===== config.mk =====
export PLATFORM = sky130hd
export DESIGN_NAME = tctw_ctrl
export DESIGN_NICKNAME = d
export VERILOG_FILES = /design/src/hw/rtl/tctw_pkg.sv /design/src/hw/rtl/tctw_ctrl.sv
export SDC_FILE = /design/constraint.sdc
export NUM_CORES = 1
export LEC_CHECK = 0
export BUFFER_PORTS_ARGS = -buffer_cell sky130_fd_sc_hd__buf_2
export CORE_AREA = 2 2 39 41
export CTS_BUF_LIST = sky130_fd_sc_hd__clkbuf_2 sky130_fd_sc_hd__clkbuf_4 sky130_fd_sc_hd__clkbuf_8
export DETAILED_ROUTE_END_ITERATION = 8
export DIE_AREA = 0 0 41 43
export PLACE_DENSITY = 0.53
export SLEW_MARGIN = 30
export SYNTH_ARGS = -nofsm -noshare
export SYNTH_HDL_FRONTEND = slang
export SYNTH_SLANG_ARGS = --single-unit

===== constraint.sdc =====
create_clock -name clk -period 3.4 [get_ports clk]
set_input_delay 0.34 -clock clk [delete_from_list [all_inputs] [get_ports clk]]
set_output_delay 0.34 -clock clk [all_outputs]
set_load 0.01 [all_outputs]

===== src/hw/rtl/tctw_pkg.sv =====
package tctw_pkg;

  // Default geometry
  localparam int DEF_COLUMNS            = 80;
  localparam int DEF_ROWS               = 25;
  localparam int DEF_FIRST_SCROLLED_ROW = 2;

  // Cell layout: low byte character, high byte attribute
  localparam int CHAR_W = 8;
  localparam int CELL_W = 2 * CHAR_W;

  localparam logic [CHAR_W-1:0] NEWLINE_CODE = 8'd10;
  localparam logic [CHAR_W-1:0] BLANK_CODE   = 8'h20;
  localparam logic [CHAR_W-1:0] RESET_COLOR  = 8'd7;

  // Item commands
  typedef enum logic [1:0] {
    CMD_PUT       = 2'd0,
    CMD_BACKSPACE = 2'd1,
    CMD_READ      = 2'd2,
    CMD_NONE      = 2'd3
  } cmd_t;

  // Controller states
  typedef enum logic [2:0] {
    ST_CLEAR,
    ST_IDLE,
    ST_EXEC,
    ST_SCROLL_COPY,
    ST_SCROLL_DRAIN,
    ST_SCROLL_FILL,
    ST_RESULT
  } state_t;

  // Controller to datapath
  typedef struct packed {
    logic take_item;
    logic exec;
    logic clear_wr;
    logic fill_wr;
    logic copy_rd;
    logic cnt_load_copy;
    logic cnt_inc;
    logic load_result;
  } ctrl_cmd_t;

  // Datapath to controller
  typedef struct packed {
    logic need_scroll;
    logic cnt_copy_end;
    logic cnt_last;
    logic res_valid;
  } dp_status_t;

endpackage


===== src/hw/rtl/tctw_ctrl.sv =====
module tctw_ctrl import tctw_pkg::*; (
  input  logic       clk,
  input  logic       rst,
  input  logic       cmd_valid,
  input  logic       res_stall,
  input  dp_status_t sts,
  output logic       cmd_stall,
  output ctrl_cmd_t  ctl
);

  state_t state, state_next;
  logic   out_free;

  // Result register can take a beat this cycle
  assign out_free = !sts.res_valid || !res_stall;

  always_ff @(posedge clk) begin
    if (rst) begin
      state <= ST_CLEAR;
    end else begin
      state <= state_next;
    end
  end

  // Next state
  always_comb begin
    state_next = state;
    case (state)
      ST_CLEAR: begin
        if (sts.cnt_last) state_next = ST_IDLE;
      end
      ST_IDLE: begin
        if (cmd_valid) state_next = ST_EXEC;
      end
      ST_EXEC: begin
        state_next = sts.need_scroll ? ST_SCROLL_COPY : ST_RESULT;
      end
      ST_SCROLL_COPY: begin
        if (sts.cnt_copy_end) state_next = ST_SCROLL_DRAIN;
      end
      ST_SCROLL_DRAIN: begin
        state_next = ST_SCROLL_FILL;
      end
      ST_SCROLL_FILL: begin
        if (sts.cnt_last) state_next = ST_RESULT;
      end
      ST_RESULT: begin
        if (out_free) state_next = cmd_valid ? ST_EXEC : ST_IDLE;
      end
      default: state_next = ST_CLEAR;
    endcase
  end

  // Outputs
  always_comb begin
    ctl       = '0;
    cmd_stall = 1'b1;
    case (state)
      ST_CLEAR: begin
        ctl.clear_wr = 1'b1;
        ctl.cnt_inc  = 1'b1;
      end
      ST_IDLE: begin
        cmd_stall     = 1'b0;
        ctl.take_item = cmd_valid;
      end
      ST_EXEC: begin
        ctl.exec          = 1'b1;
        ctl.cnt_load_copy = sts.need_scroll;
      end
      ST_SCROLL_COPY: begin
        ctl.copy_rd = 1'b1;
        ctl.cnt_inc = 1'b1;
      end
      ST_SCROLL_DRAIN: begin
        // last copied cell is written from the read register
      end
      ST_SCROLL_FILL: begin
        ctl.fill_wr = 1'b1;
        ctl.cnt_inc = 1'b1;
      end
      ST_RESULT: begin
        if (out_free) begin
          ctl.load_result = 1'b1;
          cmd_stall       = 1'b0;
          ctl.take_item   = cmd_valid;
        end
      end
      default: begin
        cmd_stall = 1'b1;
      end
    endcase
  end

endmodule


Word level (Yosys, flattened, before mapping)
Cells that the tools add are included.
{ "word_totals": {"regBits": 3, "latchBits": 0, "ram_bits": 0, "rom_bits": 0, "in_bits": 8, "out_inout_bits": 9, "n_memories": 0} }
{ "classes": {"n_addsub": 0, "n_mul": 0, "n_div": 0, "magnitude_cmp": 0, "eq_ne": 11, "shift": 0, "mux": 20, "n_bitwise": 0, "reduce_logical": 6} }
{ "ops": {"columns": ["op", "count"], "rows": [
  ["3-bit one-hot mux with 7 select lines", 1],
  ["3-bit two-way mux", 6],
  ["1-bit two-way mux", 10],
  ["2-bit != test, second input constant", 5],
  ["3-bit == test, second input constant", 3],
  ["3-bit by 2-bit == test with 1-bit output, second input constant", 2],
  ["5-bit AND reduction", 1],
  ["1-bit one-hot mux with 2 select lines", 2],
  ["3-bit by 1-bit == test with 1-bit output, second input constant", 1],
  ["3-bit logical NOT", 1],
  ["3-bit OR reduction", 1],
  ["1-bit logical NOT", 2],
  ["2-bit two-way mux", 1],
  ["1-bit logical OR", 1]
]} }

Logic depth before layout (Yosys ltp)
Gate-level depths: netlist of run 1.
{ "depth": {"depth_word": 4, "ltp_mapped": 5, "depth_no_buf": 4} }

Worst setup path before layout of run 1
Ideal clock, no wire load.
{ "synth_timing": {"path_kind": "register -> output", "start": "reg state[1]", "end": "out ctl[7] (netlist bit)", "arrival_time_ns": 1.108, "required_time_ns": 3.060, "path_slack_ns": 1.952, "path_stages_with_launch": 5, "path_buffers": 1, "cell_sequence": "dfxtp_1 buf_6 or2b_1 o22a_1 nor2_1"} }
{ "synth_lines": {"columns": ["element", "line_no", "rtl"], "rows": [
  ["from (decl)", "tctw_ctrl.sv:11", "state_t state, state_next;"],
  ["from (signal assigned)", "tctw_ctrl.sv:21", "state <= state_next;"],
  ["to (decl)", "tctw_ctrl.sv:8", "output ctrl_cmd_t ctl"]
]} }

==> impl_metrics.tcl, run 1 <==
set metrics [dict create \
    gp_routability_congestion 0.821 \
    setup_repair_after_global_routing_missed_its_margin "no" \
    postSynthRegisterBits 3 \
    largest_register "state" \
    clk_slew_on_worst_s_h_paths_ns 0.04 \
    reg2reg_from "state[0]$_SDFFE_PP0P_" \
    timing.critical_path.from_type "flop" \
    timing_hold_violations_final 0 \
    drcViolationCount 0 \
    critical_path.top_delay_family "flip-flops" \
    placement.io_buffers 16 \
    groute.usage.overall_pct 9.22 \
    num_rows 14 \
    detail_route.wirelength_um 703 \
    setup.worst_path.class "reg -> out" \
    timing.critical_path.cells "or2b_1 -> o22a_1 -> nor2_1 -> buf_2" \
    power_density_mw_per_mm2 882 \
    timing.critical_path.slowest_stage_cell "sky130_fd_sc_hd__dfxtp_1" \
    reg2reg_to "state[0]$_SDFFE_PP0P_" \
    layout-drive-gt1-share_pct 35.6 \
    die_area_mm2 0.00176 \
    cts_made_buffers 3 \
    maximum_number_of_pins_on_one_net_before_global_route_repair 13 \
    cp_max_fo 10 \
    layout.nets 68 \
    worst_ep_required_time_ns 3.06 \
    clockRootBuffer "sky130_fd_sc_hd__clkbuf_4" \
    max_root_sink_buffers 2 \
    worstHoldPathType "in -> reg" \
    outcome "finished, final reports clean" \
    antenna_found_initial 0 \
    synthesis.area_per_instance_um2 6.85 \
    routed-via-count 341 \
    detailedRoute.firstIterationViolations 7 \
    timing_worst_slew_pin_value_ns 0.369 \
    setup_violations 0 \
    io_pins 17 \
    worstRegToRegCells 4 \
    leading_cell_types_in_the_layout_fill_and_taps_excluded "sky130_fd_sc_hd__buf_2 (16), sky130_fd_sc_hd__nand2_1 (6), sky130_fd_sc_hd__nor2_1 (4), sky130_fd_sc_hd__o21ai_0 (4), sky130_fd_sc_hd__clkbuf_4 (4)" \
    crit_path_end_kind "output pin" \
    number_of_buffers_added_to_fix_hold_violations_after_cts 0 \
    htreeDepth 1 \
    die_height_um 43 \
    post_synth_inst_count 42 \
    syn-num-nets 50 \
    max_slew_headroom_at_the_worst_pin_pct 75.4 \
    grt-ovfl-total 0 \
    clock_sinks 3 \
    grt_pass1_wl_mm 1.08 \
    seq_area_frac_synth_pct 20.9 \
    critical_path.max_stage_delay_ns 0.48 \
    final_slew_viol_count 0 \
    fillers 157 \
    initial_utilization_pct 20.8 \
    setup_total_negative_slack_ns 0 \
    worstPathBufferInverterCount 1 \
    leakagePower_nw 0.184 \
    largest_register_ff_count 3 \
    final_antenna_net_count 0 \
    worst_case_clock_skew_ns 0.00129 \
    final_common_cell "sky130_fd_sc_hd__buf_2" \
    via_per_inst 4.55 \
    grt_pass1_vias 279 \
    area_added_between_synthesis_and_finish_pct 37.4 \
    crit_path_to "ctl[7]" \
    die_w_um 41 \
    regToRegSetupSlack_ns 1.85 \
    cp_num_cells 4 \
    max_freq_mhz 559 \
    hold_path_depth 2 \
    final_core_utilization_pct 28.6 \
    core_region_area_mm2 0.00138 \
    cts_setup_buffers 0 \
    layout_min_cycle_time_ns 1.79 \
    critPathArrivalTime_ns 1.45 \
    vdd.ir_drop.worst_mv 0.202 \
    place_ws_ns 1.85 \
    cts_tree "yes" \
    yosys_warnings 0 \
    clock_insertion_delay_worst_skew_ns 0.23 \
    netlist-cell-type-count 22 \
    place_hpwl_um 543 \
    insertedDiodeCount 0 \
    post_synth_instance_area_um2 288 \
    drv.max_cap_violation_count 0 \
    final_critical_path_setup_slack_ns 1.61 \
    fin_crit_sh_pct 52.6 \
    startpoint "state[1]$_SDFFE_PP0P_" \
    detail_route.wl_per_cell_um 9.37 \
    largest_registers_in_the_final_layout "state (3)" \
    detail_route.first_pass.iterations 4 \
    postCtsResizedCells 0 \
]
synthesized netlist by cell type, drive strengths merged:
cell / instances / area (um2)
a211o: 2 / 17.5
clkbuf: 1 / 3.75
nor2: 4 / 15.0
nand3: 2 / 10.0
dfxtp: 3 / 60.1
mux2i: 1 / 10.0
nor3: 2 / 10.0
buf: 2 / 18.8
inv: 2 / 7.51
nand2b: 1 / 6.26
nand2: 6 / 22.5
o221ai: 1 / 8.76
and3: 1 / 6.26
and2: 1 / 6.26
o21bai: 1 / 7.51
or2b: 2 / 15.0
a21oi: 4 / 23.8
o21ai: 4 / 20.0
a221o: 1 / 10.0
o22a: 1 / 8.76
per-stage QoR:
stage | instances | power (mW) | hold slack (ns) | area, um2
finish | 75 | 0.349 | 0.307 | 395
global route | 75 | 0.382 | 0.317 | 395
CTS | 75 | 0.351 | 0.306 | 395
detailed placement | 71 | 0.279 | 0.550 | 365
global placement | 71 | 0.281 | 0.551 | 365
floorplan | 42 | 0.233 | 0.402 | 288
routing by layer:
| metal | share of wire, % | wire [um] | track usage, % | vias to the layer above |
|---|---|---|---|---|
| li1 | - | - | - | 184 |
| met1 | 45 | 318 | 12.1 | 143 |
| met2 | 45 | 314 | 12.2 | 12 |
| met3 | 7.8 | 55 | 0 | 2 |
| met4 | 2.1 | 15 | 10.0 | 0 |
| met5 | 0 | 0 | 0 | - |
worst reg2reg max path: cells and delay by family (launching register included):
family	cells	cell delay, ns
AO/OA/AOI/OAI	3	0.72
flip-flops	1	0.53
AND/OR/NAND/NOR	1	0.24
report_power, final:
group	total (mW)	internal (mW)	switching [mW]
logic	0.191	0.0917	0.0994
clock network	0.0706	0.0519	0.0187
registers	0.0869	0.0495	0.0374
total	0.349	0.193	0.155
cell type report:
type,count,area [um2],area share (%)
Timing Repair Buffer,16,80.1,20.3
Clock buffer,4,30.0,7.59
Tap cell,16,20.0,5.06
Multi-Input combinational cell,34,198,50.0
Inverter,2,7.51,1.90
Sequential cell,3,60.1,15.2
kinds of logic (layout without fill, tap and decap cells):
| group | after synthesis | count (layout) | synth area share (%) |
|---|---|---|---|
| and+or+nand+nor | 19 | 19 | 31.7 |
| AOI/OAI and AO/OA | 14 | 14 | 33.5 |
| buffers and inverters | 5 | 22 | 10.4 |
| DFF | 3 | 3 | 20.9 |
| muxes | 1 | 1 | 3.48 |
how the worst min path moves through the flow:
stage	startpoint	to	slack [ns]
2_1_floorplan	rst	state[0]$_SDFFE_PP0P_	0.40
3_3_place_gp	rst	state[0]$_SDFFE_PP0P_	0.55
5_1_grt	rst	state[0]$_SDFFE_PP0P_	0.32
6_report	rst	state[0]$_SDFFE_PP0P_	0.31
3_5_place_dp	rst	state[0]$_SDFFE_PP0P_	0.55
4_1_cts	rst	state[0]$_SDFFE_PP0P_	0.31
(Power assumes the default switching activity.)
==> inputs of run 2 (changes only) <==
==> constraint.sdc (replaced) <==
create_clock -name clk -period 1.75 [get_ports clk]
set_input_delay 0.175 -clock clk [delete_from_list [all_inputs] [get_ports clk]]
set_output_delay 0.175 -clock clk [all_outputs]
set_load 0.01 [all_outputs]
==> run 2 against run 1 <==
Global-route usage up 1.0 points. Largest power group unchanged. Largest cell class unchanged. Worst hold slack lost 0.16 ns. Register-to-register slack lost 1.6 ns. Core utilization is the same.
==> impl_metrics.tcl, run 2 (synthesis gave the netlist of run 1 again) <==
set metrics [dict create \
    outcome "finished, final reports clean" \
    max_root_sink_buffers 2 \
    worst_case_clock_skew_ns 0.00346 \
    die_w_um 41 \
    largest_registers_in_the_final_layout "state (3)" \
    setup_repair_after_global_routing_missed_its_margin "no" \
    insertedDiodeCount 0 \
    setup.worst_path.class "reg -> out" \
    dp.cells 71 \
    initial_utilization_pct 20.8 \
    maximum_number_of_pins_on_one_net_before_global_route_repair 13 \
    timing.critical_path.cells "or2b_1 -> o22a_1 -> nor2_1 -> buf_2" \
    largest_register "state" \
    final_slew_viol_count 0 \
    worstHoldPathType "in -> reg" \
    final_core_utilization_pct 28.6 \
    hold_ws_ns 0.144 \
    layout.nets 68 \
    via_per_inst 4.76 \
    grt_pass1_vias 293 \
    max_freq_mhz 612 \
    die_height_um 43 \
    final_critical_path_setup_slack_ns 0.116 \
    clockRootBuffer "sky130_fd_sc_hd__clkbuf_4" \
    final_cell_count_no_fill 75 \
    cp_max_fo 10 \
    power_density_mw_per_mm2 1720 \
    groute.usage.overall_pct 10.2 \
    critPathArrivalTime_ns 1.46 \
    timing_worst_slew_pin_value_ns 0.382 \
    timing_hold_violations_final 0 \
    leading_cell_types_in_the_layout_fill_and_taps_excluded "sky130_fd_sc_hd__buf_2 (16), sky130_fd_sc_hd__nand2_1 (6), sky130_fd_sc_hd__nor2_1 (4), sky130_fd_sc_hd__o21ai_0 (4), sky130_fd_sc_hd__clkbuf_4 (4)" \
    max_slew_headroom_at_the_worst_pin_pct 74.5 \
    grt-ovfl-total 0 \
    clk_slew_on_worst_s_h_paths_ns 0.04 \
    vdd.ir_drop.worst_mv 0.445 \
    cts_setup_buffers 0 \
    clock_sinks 3 \
    antenna_found_initial 0 \
    fin_crit_sh_pct 93.4 \
    final_common_cell "sky130_fd_sc_hd__buf_2" \
    detail_route.first_pass.iterations 4 \
    crit_path_end_kind "output pin" \
    htreeDepth 1 \
    place_hpwl_um 539 \
    largest_register_ff_count 3 \
    grt_pass1_wl_mm 1.19 \
    die_area_mm2 0.00176 \
    timing.critical_path.from_type "flop" \
    io_pins 17 \
    drcViolationCount 0 \
    clock_insertion_delay_worst_skew_ns 0.24 \
    worst_ep_required_time_ns 1.57 \
    place_ws_ns 0.253 \
    gp_routability_congestion 0.735 \
    layout_min_cycle_time_ns 1.63 \
    core_region_area_mm2 0.00138 \
    number_of_buffers_added_to_fix_hold_violations_after_cts 0 \
    critical_path.top_delay_family "flip-flops" \
    detail_route.wirelength_um 735 \
    totalPowerFinal_mw 0.681 \
    placedInstanceArea_um2 365 \
    timing.critical_path.slowest_stage_cell "sky130_fd_sc_hd__dfxtp_1" \
    detailedRoute.firstIterationViolations 7 \
    final_antenna_net_count 0 \
    postLayoutCellArea_um2 395 \
    cts_tree "yes" \
    drv.max_cap_violation_count 0 \
    layout-drive-gt1-share_pct 35.6 \
    detail_route.wl_per_cell_um 9.80 \
    worstPathBufferInverterCount 1 \
    area_added_between_synthesis_and_finish_pct 37.4 \
    setup_violations 0 \
    critical_path.max_stage_delay_ns 0.48 \
    routed-via-count 357 \
    num_rows 14 \
    postCtsResizedCells 0 \
    cts_made_buffers 3 \
    setup_total_negative_slack_ns 0 \
    placement.io_buffers 16 \
    leakagePower_nw 0.184 \
]
[run 2: cell counts in the layout (fill, tap and decap cells not counted)]
No cell type changed its count.
[run 2: where the power goes]
part	leakage (nW)	internal (mW)	switching, mW
Clock	0.0184	0.101	0.0407
Combinational	0.141	0.178	0.193
Sequential	0.0246	0.0962	0.0723
[run 2: final timing paths]
kind | start | end | slack, ns | depth (start not counted)
max | state[1]$_SDFFE_PP0P_ | ctl[7] | 0.12 | 4
min | rst | state[0]$_SDFFE_PP0P_ | 0.14 | 2
max reg2reg | state[1]$_SDFFE_PP0P_ | state[0]$_SDFFE_PP0P_ | 0.23 | 4
min reg2reg | state[1]$_SDFFE_PP0P_ | state[2]$_SDFFE_PP0P_ | 0.62 | 2
[run 2: cell type report]
class,count,area [um2]
fillers,163,988
multi-input cells,34,198
repair buffers,16,80.1
flip-flops and latches,3,60.1
clock buffers,4,30.0
well taps,16,20.0
inverters,2,7.51
[run 2: layer usage]
layer,vias to the layer above,part of all wire [%],track usage [%]
li1,182,-,-
met1,158,45,12.5
met2,15,47,14.1
met3,2,5.6,1.57
met4,0,2.9,10.0
met5,-,0,0
